==> src/hdl/crp_pkg.sv <==
// ----------------------------------------------------------------------------
// crp_pkg: shared constants and character classes
// Character codes and small decoders used by the range reference parser.
// ----------------------------------------------------------------------------
`default_nettype none

package crp_pkg;

    localparam int CHAR_W = 8;

    localparam logic [CHAR_W-1:0] CHAR_TAB     = 8'h09;
    localparam logic [CHAR_W-1:0] CHAR_CR      = 8'h0D;
    localparam logic [CHAR_W-1:0] CHAR_SPACE   = 8'h20;
    localparam logic [CHAR_W-1:0] CHAR_PLUS    = 8'h2B;
    localparam logic [CHAR_W-1:0] CHAR_MINUS   = 8'h2D;
    localparam logic [CHAR_W-1:0] CHAR_DOT     = 8'h2E;
    localparam logic [CHAR_W-1:0] CHAR_ZERO    = 8'h30;
    localparam logic [CHAR_W-1:0] CHAR_NINE    = 8'h39;
    localparam logic [CHAR_W-1:0] CHAR_UPPER_A = 8'h41;
    localparam logic [CHAR_W-1:0] CHAR_UPPER_Z = 8'h5A;
    localparam logic [CHAR_W-1:0] CHAR_LOWER_A = 8'h61;
    localparam logic [CHAR_W-1:0] CHAR_LOWER_Z = 8'h7A;
    localparam logic [CHAR_W-1:0] CASE_FOLD    = 8'hDF;

    localparam int COL_RADIX = 26;
    localparam int ROW_RADIX = 10;

    function automatic logic is_letter(input logic [CHAR_W-1:0] c);
        return ((c >= CHAR_UPPER_A) && (c <= CHAR_UPPER_Z)) ||
               ((c >= CHAR_LOWER_A) && (c <= CHAR_LOWER_Z));
    endfunction

    function automatic logic is_digit(input logic [CHAR_W-1:0] c);
        return (c >= CHAR_ZERO) && (c <= CHAR_NINE);
    endfunction

    function automatic logic is_space(input logic [CHAR_W-1:0] c);
        return (c == CHAR_SPACE) || ((c >= CHAR_TAB) && (c <= CHAR_CR));
    endfunction

    // A/a = 1 .. Z/z = 26
    function automatic logic [4:0] letter_value(input logic [CHAR_W-1:0] c);
        logic [CHAR_W-1:0] u;
        u = (c & CASE_FOLD) - CHAR_UPPER_A + 8'd1;
        return u[4:0];
    endfunction

    function automatic logic [3:0] digit_value(input logic [CHAR_W-1:0] c);
        logic [CHAR_W-1:0] d;
        d = c - CHAR_ZERO;
        return d[3:0];
    endfunction

endpackage

`default_nettype wire

==> src/hdl/cell_range_reference_parser_top.sv <==
// ----------------------------------------------------------------------------
// cell_range_reference_parser_top: spreadsheet range reference parser
// Parses text such as "B3..AA17" one character per beat into zero-based
// start and end rows and columns, with a failure flag.
// ----------------------------------------------------------------------------
// Usage:
//   Slave channel carries one ASCII character per beat in s_tdata; s_tlast
//   marks the final character of a range text. Only that final beat yields a
//   result: one beat on the master channel with both cells in m_tdata and
//   the failure flag in m_tuser. On failure all four fields read zero.
//   The first ".." splits the cells; letters give a base-26 column, the rest
//   is read as a signed integer row (leading whitespace, optional sign).
// Path: a final character is held in the input register, and the state
//   update that consumes it loads the result into the output register.
// Throughput: one character per cycle, sustained save for the stall below;
//   the per-character update is a constant multiply-add and a compare on
//   each accumulator.
// Reset: rst_n clears both beat valid flags and all parse state; the next
//   character starts a new range text.
// Stall: while a result beat waits in the output register, characters that
//   are not final keep flowing; a further final character is held in the
//   input register until the waiting result is taken.
// ----------------------------------------------------------------------------
`default_nettype none

module cell_range_reference_parser_top
#(
    parameter int COL_BITS = 32,
    parameter int ROW_BITS = 32,
    localparam int DATA_W  = 2 * (ROW_BITS + 1) + 2 * COL_BITS,
    localparam int TDATA_W = ((DATA_W + 7) / 8) * 8
)
(
    input  wire logic                       clk,
    input  wire logic                       rst_n,
    input  wire logic                       s_tvalid,
    output logic                            s_tready,
    input  wire logic [crp_pkg::CHAR_W-1:0] s_tdata,  // char_code
    input  wire logic                       s_tlast,  // is_last
    output logic                            m_tvalid,
    input  wire logic                       m_tready,
    // first_row, first_col, final_row, final_col, zero fill
    output logic [TDATA_W-1:0]              m_tdata,
    output logic                            m_tuser   // parse_failed
);
    import crp_pkg::*;

    localparam int RES_W = DATA_W + 1;

    logic              item_valid;
    logic [CHAR_W-1:0] item_char;
    logic              item_last;
    logic              take;
    logic              out_free;

    logic                res_valid;
    logic [ROW_BITS:0]   res_first_row;
    logic [COL_BITS-1:0] res_first_col;
    logic [ROW_BITS:0]   res_final_row;
    logic [COL_BITS-1:0] res_final_col;
    logic                res_failed;
    logic [RES_W-1:0]    out_word;

    // advance a character unless it is final and the result slot is busy
    assign take = item_valid && (!item_last || out_free);

    crp_in_stage u_in
    (
        .clk        (clk),
        .rst_n      (rst_n),
        .s_tvalid   (s_tvalid),
        .s_tready   (s_tready),
        .s_tdata    (s_tdata),
        .s_tlast    (s_tlast),
        .take       (take),
        .item_valid (item_valid),
        .item_char  (item_char),
        .item_last  (item_last)
    );

    crp_core
    #(
        .COL_BITS (COL_BITS),
        .ROW_BITS (ROW_BITS)
    )
    u_core
    (
        .clk           (clk),
        .rst_n         (rst_n),
        .step          (take),
        .char_code     (item_char),
        .is_last       (item_last),
        .res_valid     (res_valid),
        .res_first_row (res_first_row),
        .res_first_col (res_first_col),
        .res_final_row (res_final_row),
        .res_final_col (res_final_col),
        .res_failed    (res_failed)
    );

    crp_out_stage
    #(
        .WIDTH (RES_W)
    )
    u_out
    (
        .clk       (clk),
        .rst_n     (rst_n),
        .load      (res_valid),
        .load_data ({res_failed, res_final_col, res_final_row,
                     res_first_col, res_first_row}),
        .free      (out_free),
        .out_valid (m_tvalid),
        .out_ready (m_tready),
        .out_data  (out_word)
    );

    // zero fill above the packed fields
    assign m_tdata = TDATA_W'(out_word[DATA_W-1:0]);
    assign m_tuser = out_word[DATA_W];

endmodule

`default_nettype wire

==> src/hdl/crp_in_stage.sv <==
// ----------------------------------------------------------------------------
// crp_in_stage: input beat register
// Captures one character beat and holds it until the core consumes it.
// ----------------------------------------------------------------------------
`default_nettype none

module crp_in_stage
(
    input  wire logic                       clk,
    input  wire logic                       rst_n,
    input  wire logic                       s_tvalid,
    output logic                            s_tready,
    input  wire logic [crp_pkg::CHAR_W-1:0] s_tdata,
    input  wire logic                       s_tlast,
    input  wire logic                       take,
    output logic                            item_valid,
    output logic [crp_pkg::CHAR_W-1:0]      item_char,
    output logic                            item_last
);
    import crp_pkg::*;

    logic              valid_reg;
    logic [CHAR_W-1:0] char_reg;
    logic              last_reg;

    assign s_tready   = !valid_reg || take;
    assign item_valid = valid_reg;
    assign item_char  = char_reg;
    assign item_last  = last_reg;

    always_ff @(posedge clk or negedge rst_n)
    begin
        if (!rst_n)
        begin
            valid_reg <= 1'b0;
        end
        else if (s_tvalid && s_tready)
        begin
            valid_reg <= 1'b1;
        end
        else if (take)
        begin
            valid_reg <= 1'b0;
        end
    end

    // payload holds without reset
    always_ff @(posedge clk)
    begin
        if (s_tvalid && s_tready)
        begin
            char_reg <= s_tdata;
            last_reg <= s_tlast;
        end
    end

endmodule

`default_nettype wire

==> src/hdl/crp_core.sv <==
// ----------------------------------------------------------------------------
// crp_core: range parse state and per-character update
// Advances the cell parser by one character and closes cells at the
// separator and at the last character.
// ----------------------------------------------------------------------------
`default_nettype none

module crp_core
#(
    parameter int COL_BITS = 32,
    parameter int ROW_BITS = 32
)
(
    input  wire logic                       clk,
    input  wire logic                       rst_n,
    input  wire logic                       step,
    input  wire logic [crp_pkg::CHAR_W-1:0] char_code,
    input  wire logic                       is_last,
    output logic                            res_valid,
    output logic [ROW_BITS:0]               res_first_row,
    output logic [COL_BITS-1:0]             res_first_col,
    output logic [ROW_BITS:0]               res_final_row,
    output logic [COL_BITS-1:0]             res_final_col,
    output logic                            res_failed
);
    import crp_pkg::*;

    localparam int CPW = COL_BITS + 5;
    localparam int RPW = ROW_BITS + 4;

    typedef enum logic [2:0] {
        PH_LETTERS,
        PH_SPACE,
        PH_SIGN,
        PH_DIGITS,
        PH_DONE,
        PH_BAD
    } phase_t;

    phase_t              phase_reg, phase_next;
    logic                second_reg, second_next;
    logic                prior_dot_reg, prior_dot_next;
    logic [COL_BITS-1:0] col_reg, col_next;
    logic [ROW_BITS-1:0] row_reg, row_next;
    logic                neg_reg, neg_next;
    logic [ROW_BITS:0]   saved_row_reg, saved_row_next;
    logic [COL_BITS-1:0] saved_col_reg, saved_col_next;
    logic                err_reg, err_next;

    logic [CPW-1:0]      col_prod;
    logic                col_ovf;
    logic [ROW_BITS-1:0] row_limit;
    logic [RPW-1:0]      row_prod;
    logic                row_ovf;

    function automatic logic [ROW_BITS:0] close_row(input logic [ROW_BITS-1:0] r,
                                                    input logic n);
        logic [ROW_BITS:0] v;
        v = {1'b0, r};
        if (n)
        begin
            v = -v;
        end
        return v - (ROW_BITS+1)'(1);
    endfunction

    // a dot folded back into the start cell only moves the phase
    function automatic phase_t feed_dot(input phase_t p);
        phase_t q;
        unique case (p)
            PH_LETTERS, PH_SPACE, PH_SIGN: q = PH_BAD;
            PH_DIGITS:                     q = PH_DONE;
            PH_DONE:                       q = PH_DONE;
            default:                       q = PH_BAD;
        endcase
        return q;
    endfunction

    assign col_prod  = CPW'(col_reg) * CPW'(COL_RADIX) + CPW'(letter_value(char_code));
    assign col_ovf   = |col_prod[CPW-1:COL_BITS];
    assign row_limit = {1'b1, {(ROW_BITS-1){1'b0}}} - ROW_BITS'(!neg_reg);
    assign row_prod  = RPW'(row_reg) * RPW'(ROW_RADIX) + RPW'(digit_value(char_code));
    assign row_ovf   = row_prod > RPW'(row_limit);

    always_comb
    begin
        phase_t            ph;
        logic              taken;
        logic              end_err;
        logic              fail;
        logic [ROW_BITS:0] end_row;

        phase_next     = phase_reg;
        second_next    = second_reg;
        prior_dot_next = prior_dot_reg;
        col_next       = col_reg;
        row_next       = row_reg;
        neg_next       = neg_reg;
        saved_row_next = saved_row_reg;
        saved_col_next = saved_col_reg;
        err_next       = err_reg;
        ph             = phase_reg;
        taken          = 1'b0;
        end_err        = 1'b0;
        fail           = 1'b0;
        end_row        = '0;
        res_valid      = 1'b0;
        res_first_row  = '0;
        res_first_col  = '0;
        res_final_row  = '0;
        res_final_col  = '0;
        res_failed     = 1'b0;

        if (step)
        begin
            if (!second_reg && !prior_dot_reg && (char_code == CHAR_DOT))
            begin
                prior_dot_next = 1'b1;
            end
            else if (!second_reg && prior_dot_reg && (char_code == CHAR_DOT))
            begin
                // separator: close the start cell, open the end cell
                prior_dot_next = 1'b0;
                saved_row_next = close_row(row_reg, neg_reg);
                saved_col_next = col_reg - COL_BITS'(1);
                if ((col_reg == '0) || !((phase_reg == PH_DIGITS) || (phase_reg == PH_DONE)))
                begin
                    err_next = 1'b1;
                end
                phase_next  = PH_LETTERS;
                col_next    = '0;
                row_next    = '0;
                neg_next    = 1'b0;
                second_next = 1'b1;
            end
            else
            begin
                prior_dot_next = 1'b0;
                if (!second_reg && prior_dot_reg)
                begin
                    ph = feed_dot(phase_reg);
                end
                if (ph == PH_LETTERS)
                begin
                    if (is_letter(char_code))
                    begin
                        taken = 1'b1;
                        if (col_ovf)
                        begin
                            err_next = 1'b1;
                        end
                        else
                        begin
                            col_next = col_prod[COL_BITS-1:0];
                        end
                    end
                    else
                    begin
                        ph = PH_SPACE;
                    end
                end
                if (!taken && (ph == PH_SPACE))
                begin
                    if (is_space(char_code))
                    begin
                        taken = 1'b1;
                    end
                    else if ((char_code == CHAR_PLUS) || (char_code == CHAR_MINUS))
                    begin
                        neg_next = (char_code == CHAR_MINUS);
                        ph       = PH_SIGN;
                        taken    = 1'b1;
                    end
                    else
                    begin
                        ph = PH_SIGN;
                    end
                end
                if (!taken && (ph == PH_SIGN))
                begin
                    if (!is_digit(char_code))
                    begin
                        ph    = PH_BAD;
                        taken = 1'b1;
                    end
                    else
                    begin
                        ph = PH_DIGITS;
                    end
                end
                if (!taken && (ph == PH_DIGITS))
                begin
                    if (is_digit(char_code))
                    begin
                        if (row_ovf)
                        begin
                            err_next = 1'b1;
                        end
                        else
                        begin
                            row_next = row_prod[ROW_BITS-1:0];
                        end
                    end
                    else
                    begin
                        ph = PH_DONE;
                    end
                end
                phase_next = ph;
            end

            if (is_last)
            begin
                // close the end cell, emit, then drop all state
                if (second_next && ((col_next == '0) ||
                    !((phase_next == PH_DIGITS) || (phase_next == PH_DONE))))
                begin
                    end_err = 1'b1;
                end
                end_row   = close_row(row_next, neg_next);
                fail      = err_next || end_err || !second_next;
                res_valid = 1'b1;
                res_failed = fail;
                if (!fail)
                begin
                    res_first_row = saved_row_next;
                    res_first_col = saved_col_next;
                    res_final_row = end_row;
                    res_final_col = col_next - COL_BITS'(1);
                end
                phase_next     = PH_LETTERS;
                second_next    = 1'b0;
                prior_dot_next = 1'b0;
                col_next       = '0;
                row_next       = '0;
                neg_next       = 1'b0;
                saved_row_next = '0;
                saved_col_next = '0;
                err_next       = 1'b0;
            end
        end
    end

    always_ff @(posedge clk or negedge rst_n)
    begin
        if (!rst_n)
        begin
            phase_reg     <= PH_LETTERS;
            second_reg    <= 1'b0;
            prior_dot_reg <= 1'b0;
            col_reg       <= '0;
            row_reg       <= '0;
            neg_reg       <= 1'b0;
            saved_row_reg <= '0;
            saved_col_reg <= '0;
            err_reg       <= 1'b0;
        end
        else
        begin
            phase_reg     <= phase_next;
            second_reg    <= second_next;
            prior_dot_reg <= prior_dot_next;
            col_reg       <= col_next;
            row_reg       <= row_next;
            neg_reg       <= neg_next;
            saved_row_reg <= saved_row_next;
            saved_col_reg <= saved_col_next;
            err_reg       <= err_next;
        end
    end

endmodule

`default_nettype wire

==> src/hdl/crp_out_stage.sv <==
// ----------------------------------------------------------------------------
// crp_out_stage: result beat register
// Holds one result beat until the receiver takes it.
// ----------------------------------------------------------------------------
`default_nettype none

module crp_out_stage
#(
    parameter int WIDTH = 131
)
(
    input  wire logic             clk,
    input  wire logic             rst_n,
    input  wire logic             load,
    input  wire logic [WIDTH-1:0] load_data,
    output logic                  free,
    output logic                  out_valid,
    input  wire logic             out_ready,
    output logic [WIDTH-1:0]      out_data
);
    logic             valid_reg;
    logic [WIDTH-1:0] data_reg;

    assign free      = !valid_reg || out_ready;
    assign out_valid = valid_reg;
    assign out_data  = data_reg;

    always_ff @(posedge clk or negedge rst_n)
    begin
        if (!rst_n)
        begin
            valid_reg <= 1'b0;
        end
        else if (load)
        begin
            valid_reg <= 1'b1;
        end
        else if (out_ready)
        begin
            valid_reg <= 1'b0;
        end
    end

    always_ff @(posedge clk)
    begin
        if (load)
        begin
            data_reg <= load_data;
        end
    end

endmodule

`default_nettype wire

==> config.mk <==
export PLATFORM = sky130hd
export DESIGN_NAME = cell_range_reference_parser_top
export DESIGN_NICKNAME = d
export VERILOG_FILES = /design/src/hdl/crp_pkg.sv /design/src/hdl/cell_range_reference_parser_top.sv /design/src/hdl/crp_in_stage.sv /design/src/hdl/crp_core.sv /design/src/hdl/crp_out_stage.sv
export SDC_FILE = /design/constraint.sdc
export NUM_CORES = 1
export LEC_CHECK = 0
export BUFFER_PORTS_ARGS = -buffer_cell sky130_fd_sc_hd__buf_2
export CAP_MARGIN = 5
export CORE_UTILIZATION = 58
export CTS_CLUSTER_SIZE = 10
export DETAILED_ROUTE_END_ITERATION = 16
export PLACE_DENSITY = 0.77
export SLEW_MARGIN = 30
export SYNTH_ARGS = -nofsm -noshare
export SYNTH_HDL_FRONTEND = slang
export SYNTH_SLANG_ARGS = --single-unit
==> constraint.sdc <==
create_clock -name clk -period 9 [get_ports clk]
set_input_delay 1.35 -clock clk [delete_from_list [all_inputs] [get_ports clk]]
set_output_delay 1.35 -clock clk [all_outputs]
set_load 0.05 [all_outputs]
Yosys cells after proc, flatten, opt, wreduce, memory -nomap -nowiden
Cells that the tools add are included.
- add/sub/neg operators: 12
- multiply operators: 2
- div/mod/pow operators: 0
- magnitude comparators: 9
- eq/ne operators: 11
- shifts and indexed selects: 0
- mux-type cells: 102
- bitwise operators: 2
- reductions and logical operators: 47
- operators by type and width (operator ; number):
    $mux 32 ; 17
    $mux 33 ; 10
    $mux 3 ; 25
    $neg 32->33 ; 2
    $sub 33x1->33 const B ; 2
    $logic_not 32->1 ; 2
    $sub 32x1->32 const B ; 2
    $mux 1 ; 50
    $add 37x5->37 ; 1
    $add 36x4->36 ; 1
    $gt 36x32->1 ; 1
    $mul 32x4->36 const B ; 1
    $mul 32x3->35 const B ; 1
    $eq 8x6->1 const B ; 4
    $sub 32x1->32 const A ; 1
    $ge 8x7->1 const B ; 2
    $le 8x7->1 const B ; 2
    $logic_and 1x1->1 ; 14
    $eq 3x2->1 const B ; 4
    $logic_not 1->1 ; 12
    $logic_or 1x1->1 ; 12
    $ge 8x4->1 const B ; 1
    $ge 8x6->1 const B ; 1
    $le 8x4->1 const B ; 1
    other kinds (13) ; 16
- bits in registers: 278
- latch bits: 0
- RAM bits: 0
- bits in read-only memories: 0
- bits of input ports: 13
- output and inout port bits: 139
- word-level logic and storage cells: 200
- memories kept: 0

Longest topological paths before layout
Gate-level depths: netlist of run 1.
- depth after elaboration: 41
- mapped depth: 31
- mapped depth without buffers: 28

Cells and area by module
A second synthesis of run 1 with hierarchy kept.
- cells, all modules: 3010
- area, all modules: 25846.0 um^2
- modules (own cells, without submodules) (module ; times used ; cells an instance ; area each (um^2) ; sequential area each (um^2)):
    crp_core ; 1 ; 2854 ; 21480.6 ; 3403.3
    crp_out_stage ; 1 ; 134 ; 3981.3 ; 3958.8
    crp_in_stage ; 1 ; 13 ; 324.1 ; 295.3
    cell_range_reference_parser_top ; 1 ; 9 ; 60.1 ; 0.0

Worst setup path before layout of run 1
No wires, ideal clock.
- path type: register -> register
- start: register u_core.row_reg[1]
- end: register u_out.data_reg[79] (netlist: u_out.out_data[79]), data pin
- setup time: 0.167 ns
- arrival: 7.097 ns
- data required time: 8.833 ns
- slack: 1.736 ns
- cell stages (with the launch flop): 29
- buffers on the path: 1
- clock period less this slack: 7.264 ns
- cell sequence: dfrtp_1 > ha_1 > ha_1 > fa_1 > a211oi_1 > o21ai_1 > a21boi_0 > xnor2_1 > nand4_4 > or4_1 > nor3_1 > xnor2_1 > ha_1 > a21o_1 > a21o_1 > a211o_1 > o211ai_1 > a21oi_1 > o41a_1 > nor4b_1 > a21oi_1 > a211oi_1 > or2_1 > buf_2 > mux2_2 > nor2_1 > nand2_1 > o31a_1 > a211oi_1
- word-level cells in the longest chain between the ends: 14
- elaborated cells on any way between the ends: 23
- those cells by class: add/sub: 3; mul: 1; order compare: 1; mux: 15; reduce/logical: 3
- RTL lines (element ; RTL line ; RTL):
    start: declaration ; crp_core.sv:44 ; logic [ROW_BITS-1:0] row_reg, row_next;
    start signal: assignment ; crp_core.sv:264 ; row_reg <= row_next;
    $mul 32x3->35 ; crp_core.sv:82 ; assign row_prod = RPW'(row_reg) * RPW'(ROW_RADIX) + RPW'(digit_value(char_code));
    $add 36x4->36 ; crp_core.sv:82 ;
    $gt 36x32->1 ; crp_core.sv:83 ; assign row_ovf = row_prod > RPW'(row_limit);
    $mux 32 ; crp_core.sv:195 ; if (row_ovf)
    $mux 32 ; crp_core.sv:193 ; if (is_digit(char_code))
    $mux 32 ; crp_core.sv:191 ; if (!taken && (ph == PH_DIGITS))
    $mux 32 ; crp_core.sv:120 ; else if (!second_reg && prior_dot_reg && (char_code == CHAR_DOT))
    $mux 32 ; crp_core.sv:116 ; if (!second_reg && !prior_dot_reg && (char_code == CHAR_DOT))
    $mux 32 ; crp_core.sv:114 ; if (step)
    $neg 32->33 ; crp_core.sv:62 ; v = -v;
    $mux 33 ; crp_core.sv:60 ; if (n)
    $mux 33 ; crp_core.sv:212 ; if (is_last)
    $mux 33 ; crp_core.sv:114 ;
    $sub 33x1->33 ; crp_core.sv:64 ; return v - (ROW_BITS+1)'(1);
    end signal: assignment ; crp_out_stage.sv:48 ; data_reg <= load_data;
    end: declaration ; crp_out_stage.sv:22 ; logic [WIDTH-1:0] data_reg;
Parallel ways exist; a longest one is shown, timed or not. The select of a mux whose other input is x is not followed.
A chain may end at the register's enable or synchronous reset.

Final worst setup path of run 1
- start: register u_core.row_reg[3]
- end: register u_out.data_reg[70] (netlist: u_out.out_data[70]), data pin
Same word-level chain as after synthesis.

==> metrics.md, run 1 <==
| Metric | Value |
|---|---|
| Status | finished, final reports clean |
| Inserted Clock Buffers | 35 |
| Antenna Cells | 0 |
| Die Y | 208 um |
| Worst Path Arrival | 8710 ps |
| Final nets | 3268 |
| Class of the worst hold path | flop to flop |
| Max-cap violations | 0 |
| Root Driver | clkbuf_16 |
| Clk_lat worst skew | 580 ps |
| Yosys reg bits | 278 |
| Cell mode on critical path | ha_1 |
| RSZ-0062 raised after global routing | false |
| FFs w/ async S/R, synth | 49.6% |
| Largest net degree at the start of global routing | 153 |
| Final Wtd Congestion | 0.958 |
| Hold buffer count at cts | 0 |
| Post-synth top flop | edfxtp_1 |
| Area Overhead vs Synth | 8.83% |
| Ratio of cells with drive above 1 in the final layout | 9.99% |
| Cells after Synth | 2936 |
| Slowest stage cell, crit path | o21ai_0 |
| DR iter-0 viols | 2486 |
| Longest Clk Path Bufs | 3 |
| Final Max Slew Viols | 0 |
| Clock Sinks | 278 |
| Non-filler cells, final | 3582 |
| Chip Width | 208 um |
| Placed insts | 3520 |
| Pwr dens | 150 nW/um^2 |
| Setup TNS | 0 ps |
| Crit end category | flop |
| Post-Syn Area | 24700 um^2 |
| Max FO, Critical Path | 23 |
| Syn Area/Cell | 8.41 um^2 |
| Top-Level Pins | 152 |
| Final Power | 4.03 mW |
| Final design utilization | 64.0% |
| Relative max-transition margin | 33.5% |
| Total wire length | 80100 um |
| Initial core utilization | 58.8% |
| CP Data Required Time | 9300 ps |
| First-pass GRT wire length | 124000 um |
| CTS tree | built |
| Dpl hpwl | 60900 um |
| Skew final | 33.8 ps |
| Worst vdd ir | 179 uV |
| Core Area | 41900 um^2 |
| DRT Pass-1 Iters | 7 |
| DRT antenna net count | 0 |
| Setup Fix Bufs, Post-CTS | 0 |
| Crit path largest cell delay | 730 ps |
| Final setup vio count | 0 |
| Number of flops mapped to enable cells by yosys | 140 |
| Fin crit period | 8420 ps |
| Port Buffers | 145 |
| Grt total ovfl | 0 |
| Post_cts resized | 0 |
| Reg clk slew, reported paths | 60 ps |
| Startpoint types | flop |
| Period utilization | 93.5% |
| Crit Path Category | flop to flop |
| Via Count | 22600 |
| Avg WL per Cell | 22.4 um |
| Achievable Freq | 119 MHz |
| P_leak | 12.5 nW |
| # rows | 75 |
| Ys Warns | 0 |
| Cell variety after synth | 109 |
| DR DRC count | 0 |
| Slew @ Worst Pin | 997 ps |
| Max reg flops | 131 |
| Total track usage | 36.6% |
| Via/cell ratio | 6.32 |
| Die area | 43400 um^2 |
| Hold Fails Final Rpt | 0 |
| Vias in the first global route | 21600 |
| Sequential area share after synthesis | 31.0% |
| Htree depth | 2 |
| Antenna violations before repair | 1 |
routing by layer:
layer / vias to the layer above / wire length (um) / GRT usage, %
li1: 10500 / - / -
met1: 10800 / 33000 / 47.3
met2: 1045 / 37500 / 60.4
met3: 233 / 5990 / 6.04
met4: 2 / 3660 / 16.3
met5: - / 13 / 0
cells in the mapped netlist, types with 25 or more instances:
cell type	number	area, um^2
nand2_1	363	1360
nor2_1	255	957
o21ai_0	224	1120
ha_1	205	2560
inv_1	202	758
a21oi_1	176	881
xnor2_1	147	1290
edfxtp_1	140	4200
dfrtp_1	138	3450
clkbuf_1	97	364
nand3_1	91	455
xor2_1	91	797
nor3_1	73	365
mux2i_1	51	510
and2_1	38	238
a21o_1	34	255
nand4_1	34	213
fa_1	32	641
a21boi_0	28	210
and3_1	28	175
a211oi_1	25	188
a31oi_1	25	156
or3_1	25	156
critical path: cells and delay by family (launching register included):
| family | cells | cell delay (ps) |
|---|---|---|
| XOR/XNOR | 3 | 640 |
| adder cells (fa/ha/maj) | 4 | 1270 |
| buffers and inverters | 2 | 300 |
| flip-flops | 1 | 510 |
| AND/OR/NAND/NOR | 11 | 2790 |
| AO/OA/AOI/OAI | 9 | 2590 |
cell usage in the layout (no fill, tap or decap), types with 14 or more instances in the layout:
master,n
o21a_1,22
inv_1,201
clkbuf_1,17
nand3_1,91
a21oi_1,175
o211ai_1,21
buf_4,37
nor4_1,14
xor2_1,91
fa_1,32
or2_2,17
nand2_1,360
nor2_1,254
o31ai_1,23
buf_2,144
clkbuf_16,35
nor2b_1,23
ha_1,205
edfxtp_1,140
o21ai_0,224
and2_1,36
nand2b_1,16
a21o_1,34
dfrtp_1,137
nor3_1,73
nand4_1,34
mux2i_1,51
a31oi_1,25
a211oi_1,25
a21boi_0,28
a22o_1,23
and3_1,28
xnor2_1,147
or3_1,25
report_power, final:
group / internal (mW) / switching (mW) / leakage, nW
clock: 0.748 / 0.571 / 0.505
sequential: 1.40 / 0.0489 / 3.26
combinational: 0.396 / 0.867 / 8.69
total: 2.55 / 1.49 / 12.5
layout make-up:
cell class / count / area (um^2)
multi-input combinational: 2316 / 15700
fill: 3597 / 15100
sequential: 278 / 7660
timing repair buffer: 184 / 1050
clock buffer: 54 / 967
inverter: 203 / 767
tap: 539 / 674
clock inverter: 8 / 72.6
stage by stage:
stage	instance area (um^2)	setup slack [ps]	hold WS, ps
floorplan	24700	1740	449
global placement	25800	908	459
detailed placement	25800	753	471
CTS	26900	693	483
global route	26900	32.2	500
finish	26900	584	482
cells by family (layout without fill, tap and decap cells):
logic type / count (synthesis) / after routing / synth area share (%)
adder cells (fa/ha/maj): 237 / 237 / 13.0
AND/OR/NAND/NOR: 1054 / 1054 / 20.6
multiplexers: 62 / 62 / 2.57
other: 1 / 6 / 0.0152
flip-flops: 278 / 278 / 31.0
XOR/XNOR: 238 / 238 / 8.44
AO/OA/AOI/OAI: 719 / 719 / 18.7
buffers and inverters: 347 / 449 / 5.71
final timing paths:
check	start	to	slack, ps	cells past startpoint
max in group asynchronous	rst_n	u_core.neg_reg	6690	2
min in group asynchronous	rst_n	u_core.saved_row_reg[26]	870	1
hold / removal	u_core.saved_col_reg[24]	u_core.saved_col_reg[24]	480	2
setup reg to reg	u_core.row_reg[3]	u_out.out_data[70]	580	29
setup / recovery	u_core.row_reg[3]	u_out.out_data[70]	580	29
hold reg to reg	u_core.saved_col_reg[24]	u_core.saved_col_reg[24]	480	2
Note: power is estimated with default switching activity, not from simulation.
==> inputs of run 2 (changes only) <==
CORE_UTILIZATION = 50   (was 58)
PLACE_DENSITY = 0.68   (was 0.77)
==> run 2 against run 1 <==
Net effect: wire length is 1.9% higher; first-iteration DRC count is 12% lower; cell area is 1.3% higher; utilization is 8.4 points lower; global-route usage is 4.3 points lower; flip-flop and latch count stayed put; critical endpoint is now u_out.out_data[79]; largest cell class unchanged; largest power group unchanged.
==> metrics.md, run 2 (synthesized netlist as in run 1, its figures left out) <==
| Metric | Value |
|---|---|
| DRT Pass-1 Iters | 6 (-1) |
| Final Max Slew Viols | 0 (unchanged) |
| Most common cell after layout, fill and taps aside | nand2_1 |
| Die area | 50300 um^2 (+16%) |
| CP Buf/Inv Count | 2 (unchanged) |
| R2R Setup Slk | 620 ps (+30 ps) |
| P_leak | 12.6 nW (+0.98%) |
| Switch share | 35.9% (-0.92 points) |
| Slowest stage cell, crit path | or4_1 |
| Area Overhead vs Synth | 10.2% |
| Via Count | 22400 (-0.90%) |
| Top-Level Pins | 152 (unchanged) |
| Max-cap violations | 0 (unchanged) |
| Longest Clk Path Bufs | 3 (unchanged) |
| Dpl hpwl | 62600 um (+2.7%) |
| Crit end category | flop |
| Antenna violations before repair | 0 (-1) |
| Placed insts | 3668 (+4.2%) |
| Pwr dens | 147 nW/um^2 (-2.2%) |
| Total wire length | 81600 um (+1.9%) |
| Clk_lat worst skew | 550 ps (-30 ps) |
| Largest net degree at the start of global routing | 82 (-46%) |
| DR DRC count | 0 (unchanged) |
| Worst vdd ir | 110 uV (-38%) |
| Crit path largest cell delay | 610 ps (-120 ps) |
| Relative max-transition margin | 37.0% (+3.4 points) |
| Final setup vio count | 0 (unchanged) |
| Achievable Freq | 119 MHz (+0.40%) |
| Skew final | 28.5 ps (-5.24 ps) |
| Register area | 7660 um^2 (unchanged) |
| Setup TNS | 0 ps (unchanged) |
| Internal Power | 2.56 mW (+0.51%) |
| Multi-input combinational cell area | 15700 um^2 (about the same) |
| Antenna Cells | 0 (unchanged) |
| Chip Width | 224 um (+7.6%) |
| CTS tree | built |
| Initial core utilization | 50.5% (-8.3 points) |
| Clock power frac | 33.1% (+0.4 points) |
| CP Data Required Time | 9370 ps (+70 ps) |
| Port Buffers | 145 (unchanged) |
| Clock Sinks | 278 (unchanged) |
| Sequential share of power | 36.3% (+0.3 points) |
| Core Area | 48800 um^2 (+16%) |
| Class of the worst hold path | flop to flop |
| Sw power | 1.44 mW (-3.4%) |
| Final nets | 3292 (+0.73%) |
| DR iter-0 viols | 2189 (-12%) |
| Non-filler cells, final | 3728 (+4.1%) |
| # rows | 81 (+8.0%) |
| Hold Fails Final Rpt | 0 (unchanged) |
| Root Driver | clkbuf_16 |
| Max reg flops | 131 (unchanged) |
| Layout fillers | 4534 (+26%) |
| Max FO, Critical Path | 10 (-57%) |
| Most frequent cells in the layout | nand2_1 (360), nor2_1 (254), o21ai_0 (223) |
| Period utilization | 93.1% (-0.37 points) |
| Ratio of cells with drive above 1 in the final layout | 10.7% (+0.71 points) |
| Vias in the first global route | 21300 (-1.5%) |
| Htree depth | 2 (unchanged) |
| Die Y | 224 um (+7.6%) |
| Slew @ Worst Pin | 946 ps (-51.1 ps) |
| Final Wtd Congestion | 0.955 (-0.27%) |
| DRT antenna net count | 0 (unchanged) |
| Grt total ovfl | 0 (unchanged) |
| Fin crit period | 8380 ps (-33.6 ps) |
| Reg clk slew, reported paths | 60 ps (about the same) |
| Avg WL per Cell | 21.9 um (-2.1%) |
| Status | finished, final reports clean |
| Worst Path Arrival | 8760 ps (+50 ps) |
| Total track usage | 32.3% (-4.3 points) |
| RSZ-0062 raised after global routing | false |
| Crit Path Category | flop to flop |
| Inserted Clock Buffers | 36 (+2.9%) |
| Startpoint types | flop |
| First-pass GRT wire length | 126000 um (+1.2%) |
| Logic pwr share | 30.6% (-0.7 points) |
| Crit-path leading delay family | simple AND/OR/NAND/NOR gates |
| Via/cell ratio | 6.02 (-4.8%) |
run 2: cell count changes in the layout (fill, tap and decap cells not counted), sizes merged:
| cell | before | now |
|---|---|---|
| buf | 184 | 207 |
| clkbuf | 54 | 50 |
| clkinv | 5 | 9 |
| inv | 206 | 204 |
run 2: area by class of cell:
| type | count | share of cell area, % |
|---|---|---|
| clock buffer | 50 | 3.58 |
| timing repair buffer | 207 | 4.49 |
| clock inverter | 10 | 0.235 |
| sequential | 278 | 28.2 |
| multi-input combinational | 2316 | 57.7 |
| inverter | 203 | 2.82 |
| tap | 664 | 3.05 |
run 2: power groups by stage:
stage | Sequential [mW] | Combinational, mW | Clock (mW)
2_1_floorplan | 1.55 | 0.751 | 0
3_3_place_gp | 1.47 | 1.19 | 0
3_5_place_dp | 1.47 | 1.20 | 0
4_1_cts | 1.45 | 1.21 | 1.34
5_1_grt | 1.46 | 1.32 | 1.38
6_report | 1.45 | 1.22 | 1.32
run 2: worst paths after layout:
check,cells past startpoint,to,from
worst max-delay path,29,u_out.out_data[79],u_core.row_reg[1]
worst min-delay path,1,u_core.saved_row_reg[11],u_core.saved_row_reg[11]
worst max register to register,29,u_out.out_data[79],u_core.row_reg[1]
worst min register to register,1,u_core.saved_row_reg[11],u_core.saved_row_reg[11]
max in group asynchronous,2,u_core.row_reg[18],rst_n
min in group asynchronous,1,u_core.row_reg[21],rst_n
run 2: stage by stage:
step	cell area [um^2]	utilization (%)	setup slack [ps]	total power, mW	hold WS (ps)
global route	27200	55.7	6.42	4.16	499
detailed placement	26200	53.5	664	2.68	468
finish	27200	55.7	618	4.00	476
CTS	27200	55.7	608	4.00	479
global placement	26200	53.5	835	2.66	459
floorplan	24700	-	1740	2.30	449
run 2: what timing repair did:
| item | 4_1_cts | 5_1_grt |
|---|---|---|
| endpoints found under the setup margin | 0 | 8 |
| hold buffers | 0 | 0 |
| gates resized for setup | 0 | 3 |
| buffers inserted | 0 | 0 |
run 2: metal layers:
metal | routed length [um] | vias up | share of wire [%] | GRT usage (%)
met5 | 0 | - | 0 | 0
met4 | 3670 | 0 | 4.5 | 13.5
met3 | 4540 | 163 | 5.6 | 3.65
met2 | 39800 | 854 | 49 | 55.8
met1 | 33600 | 10800 | 41 | 40.8
li1 | - | 10600 | - | -
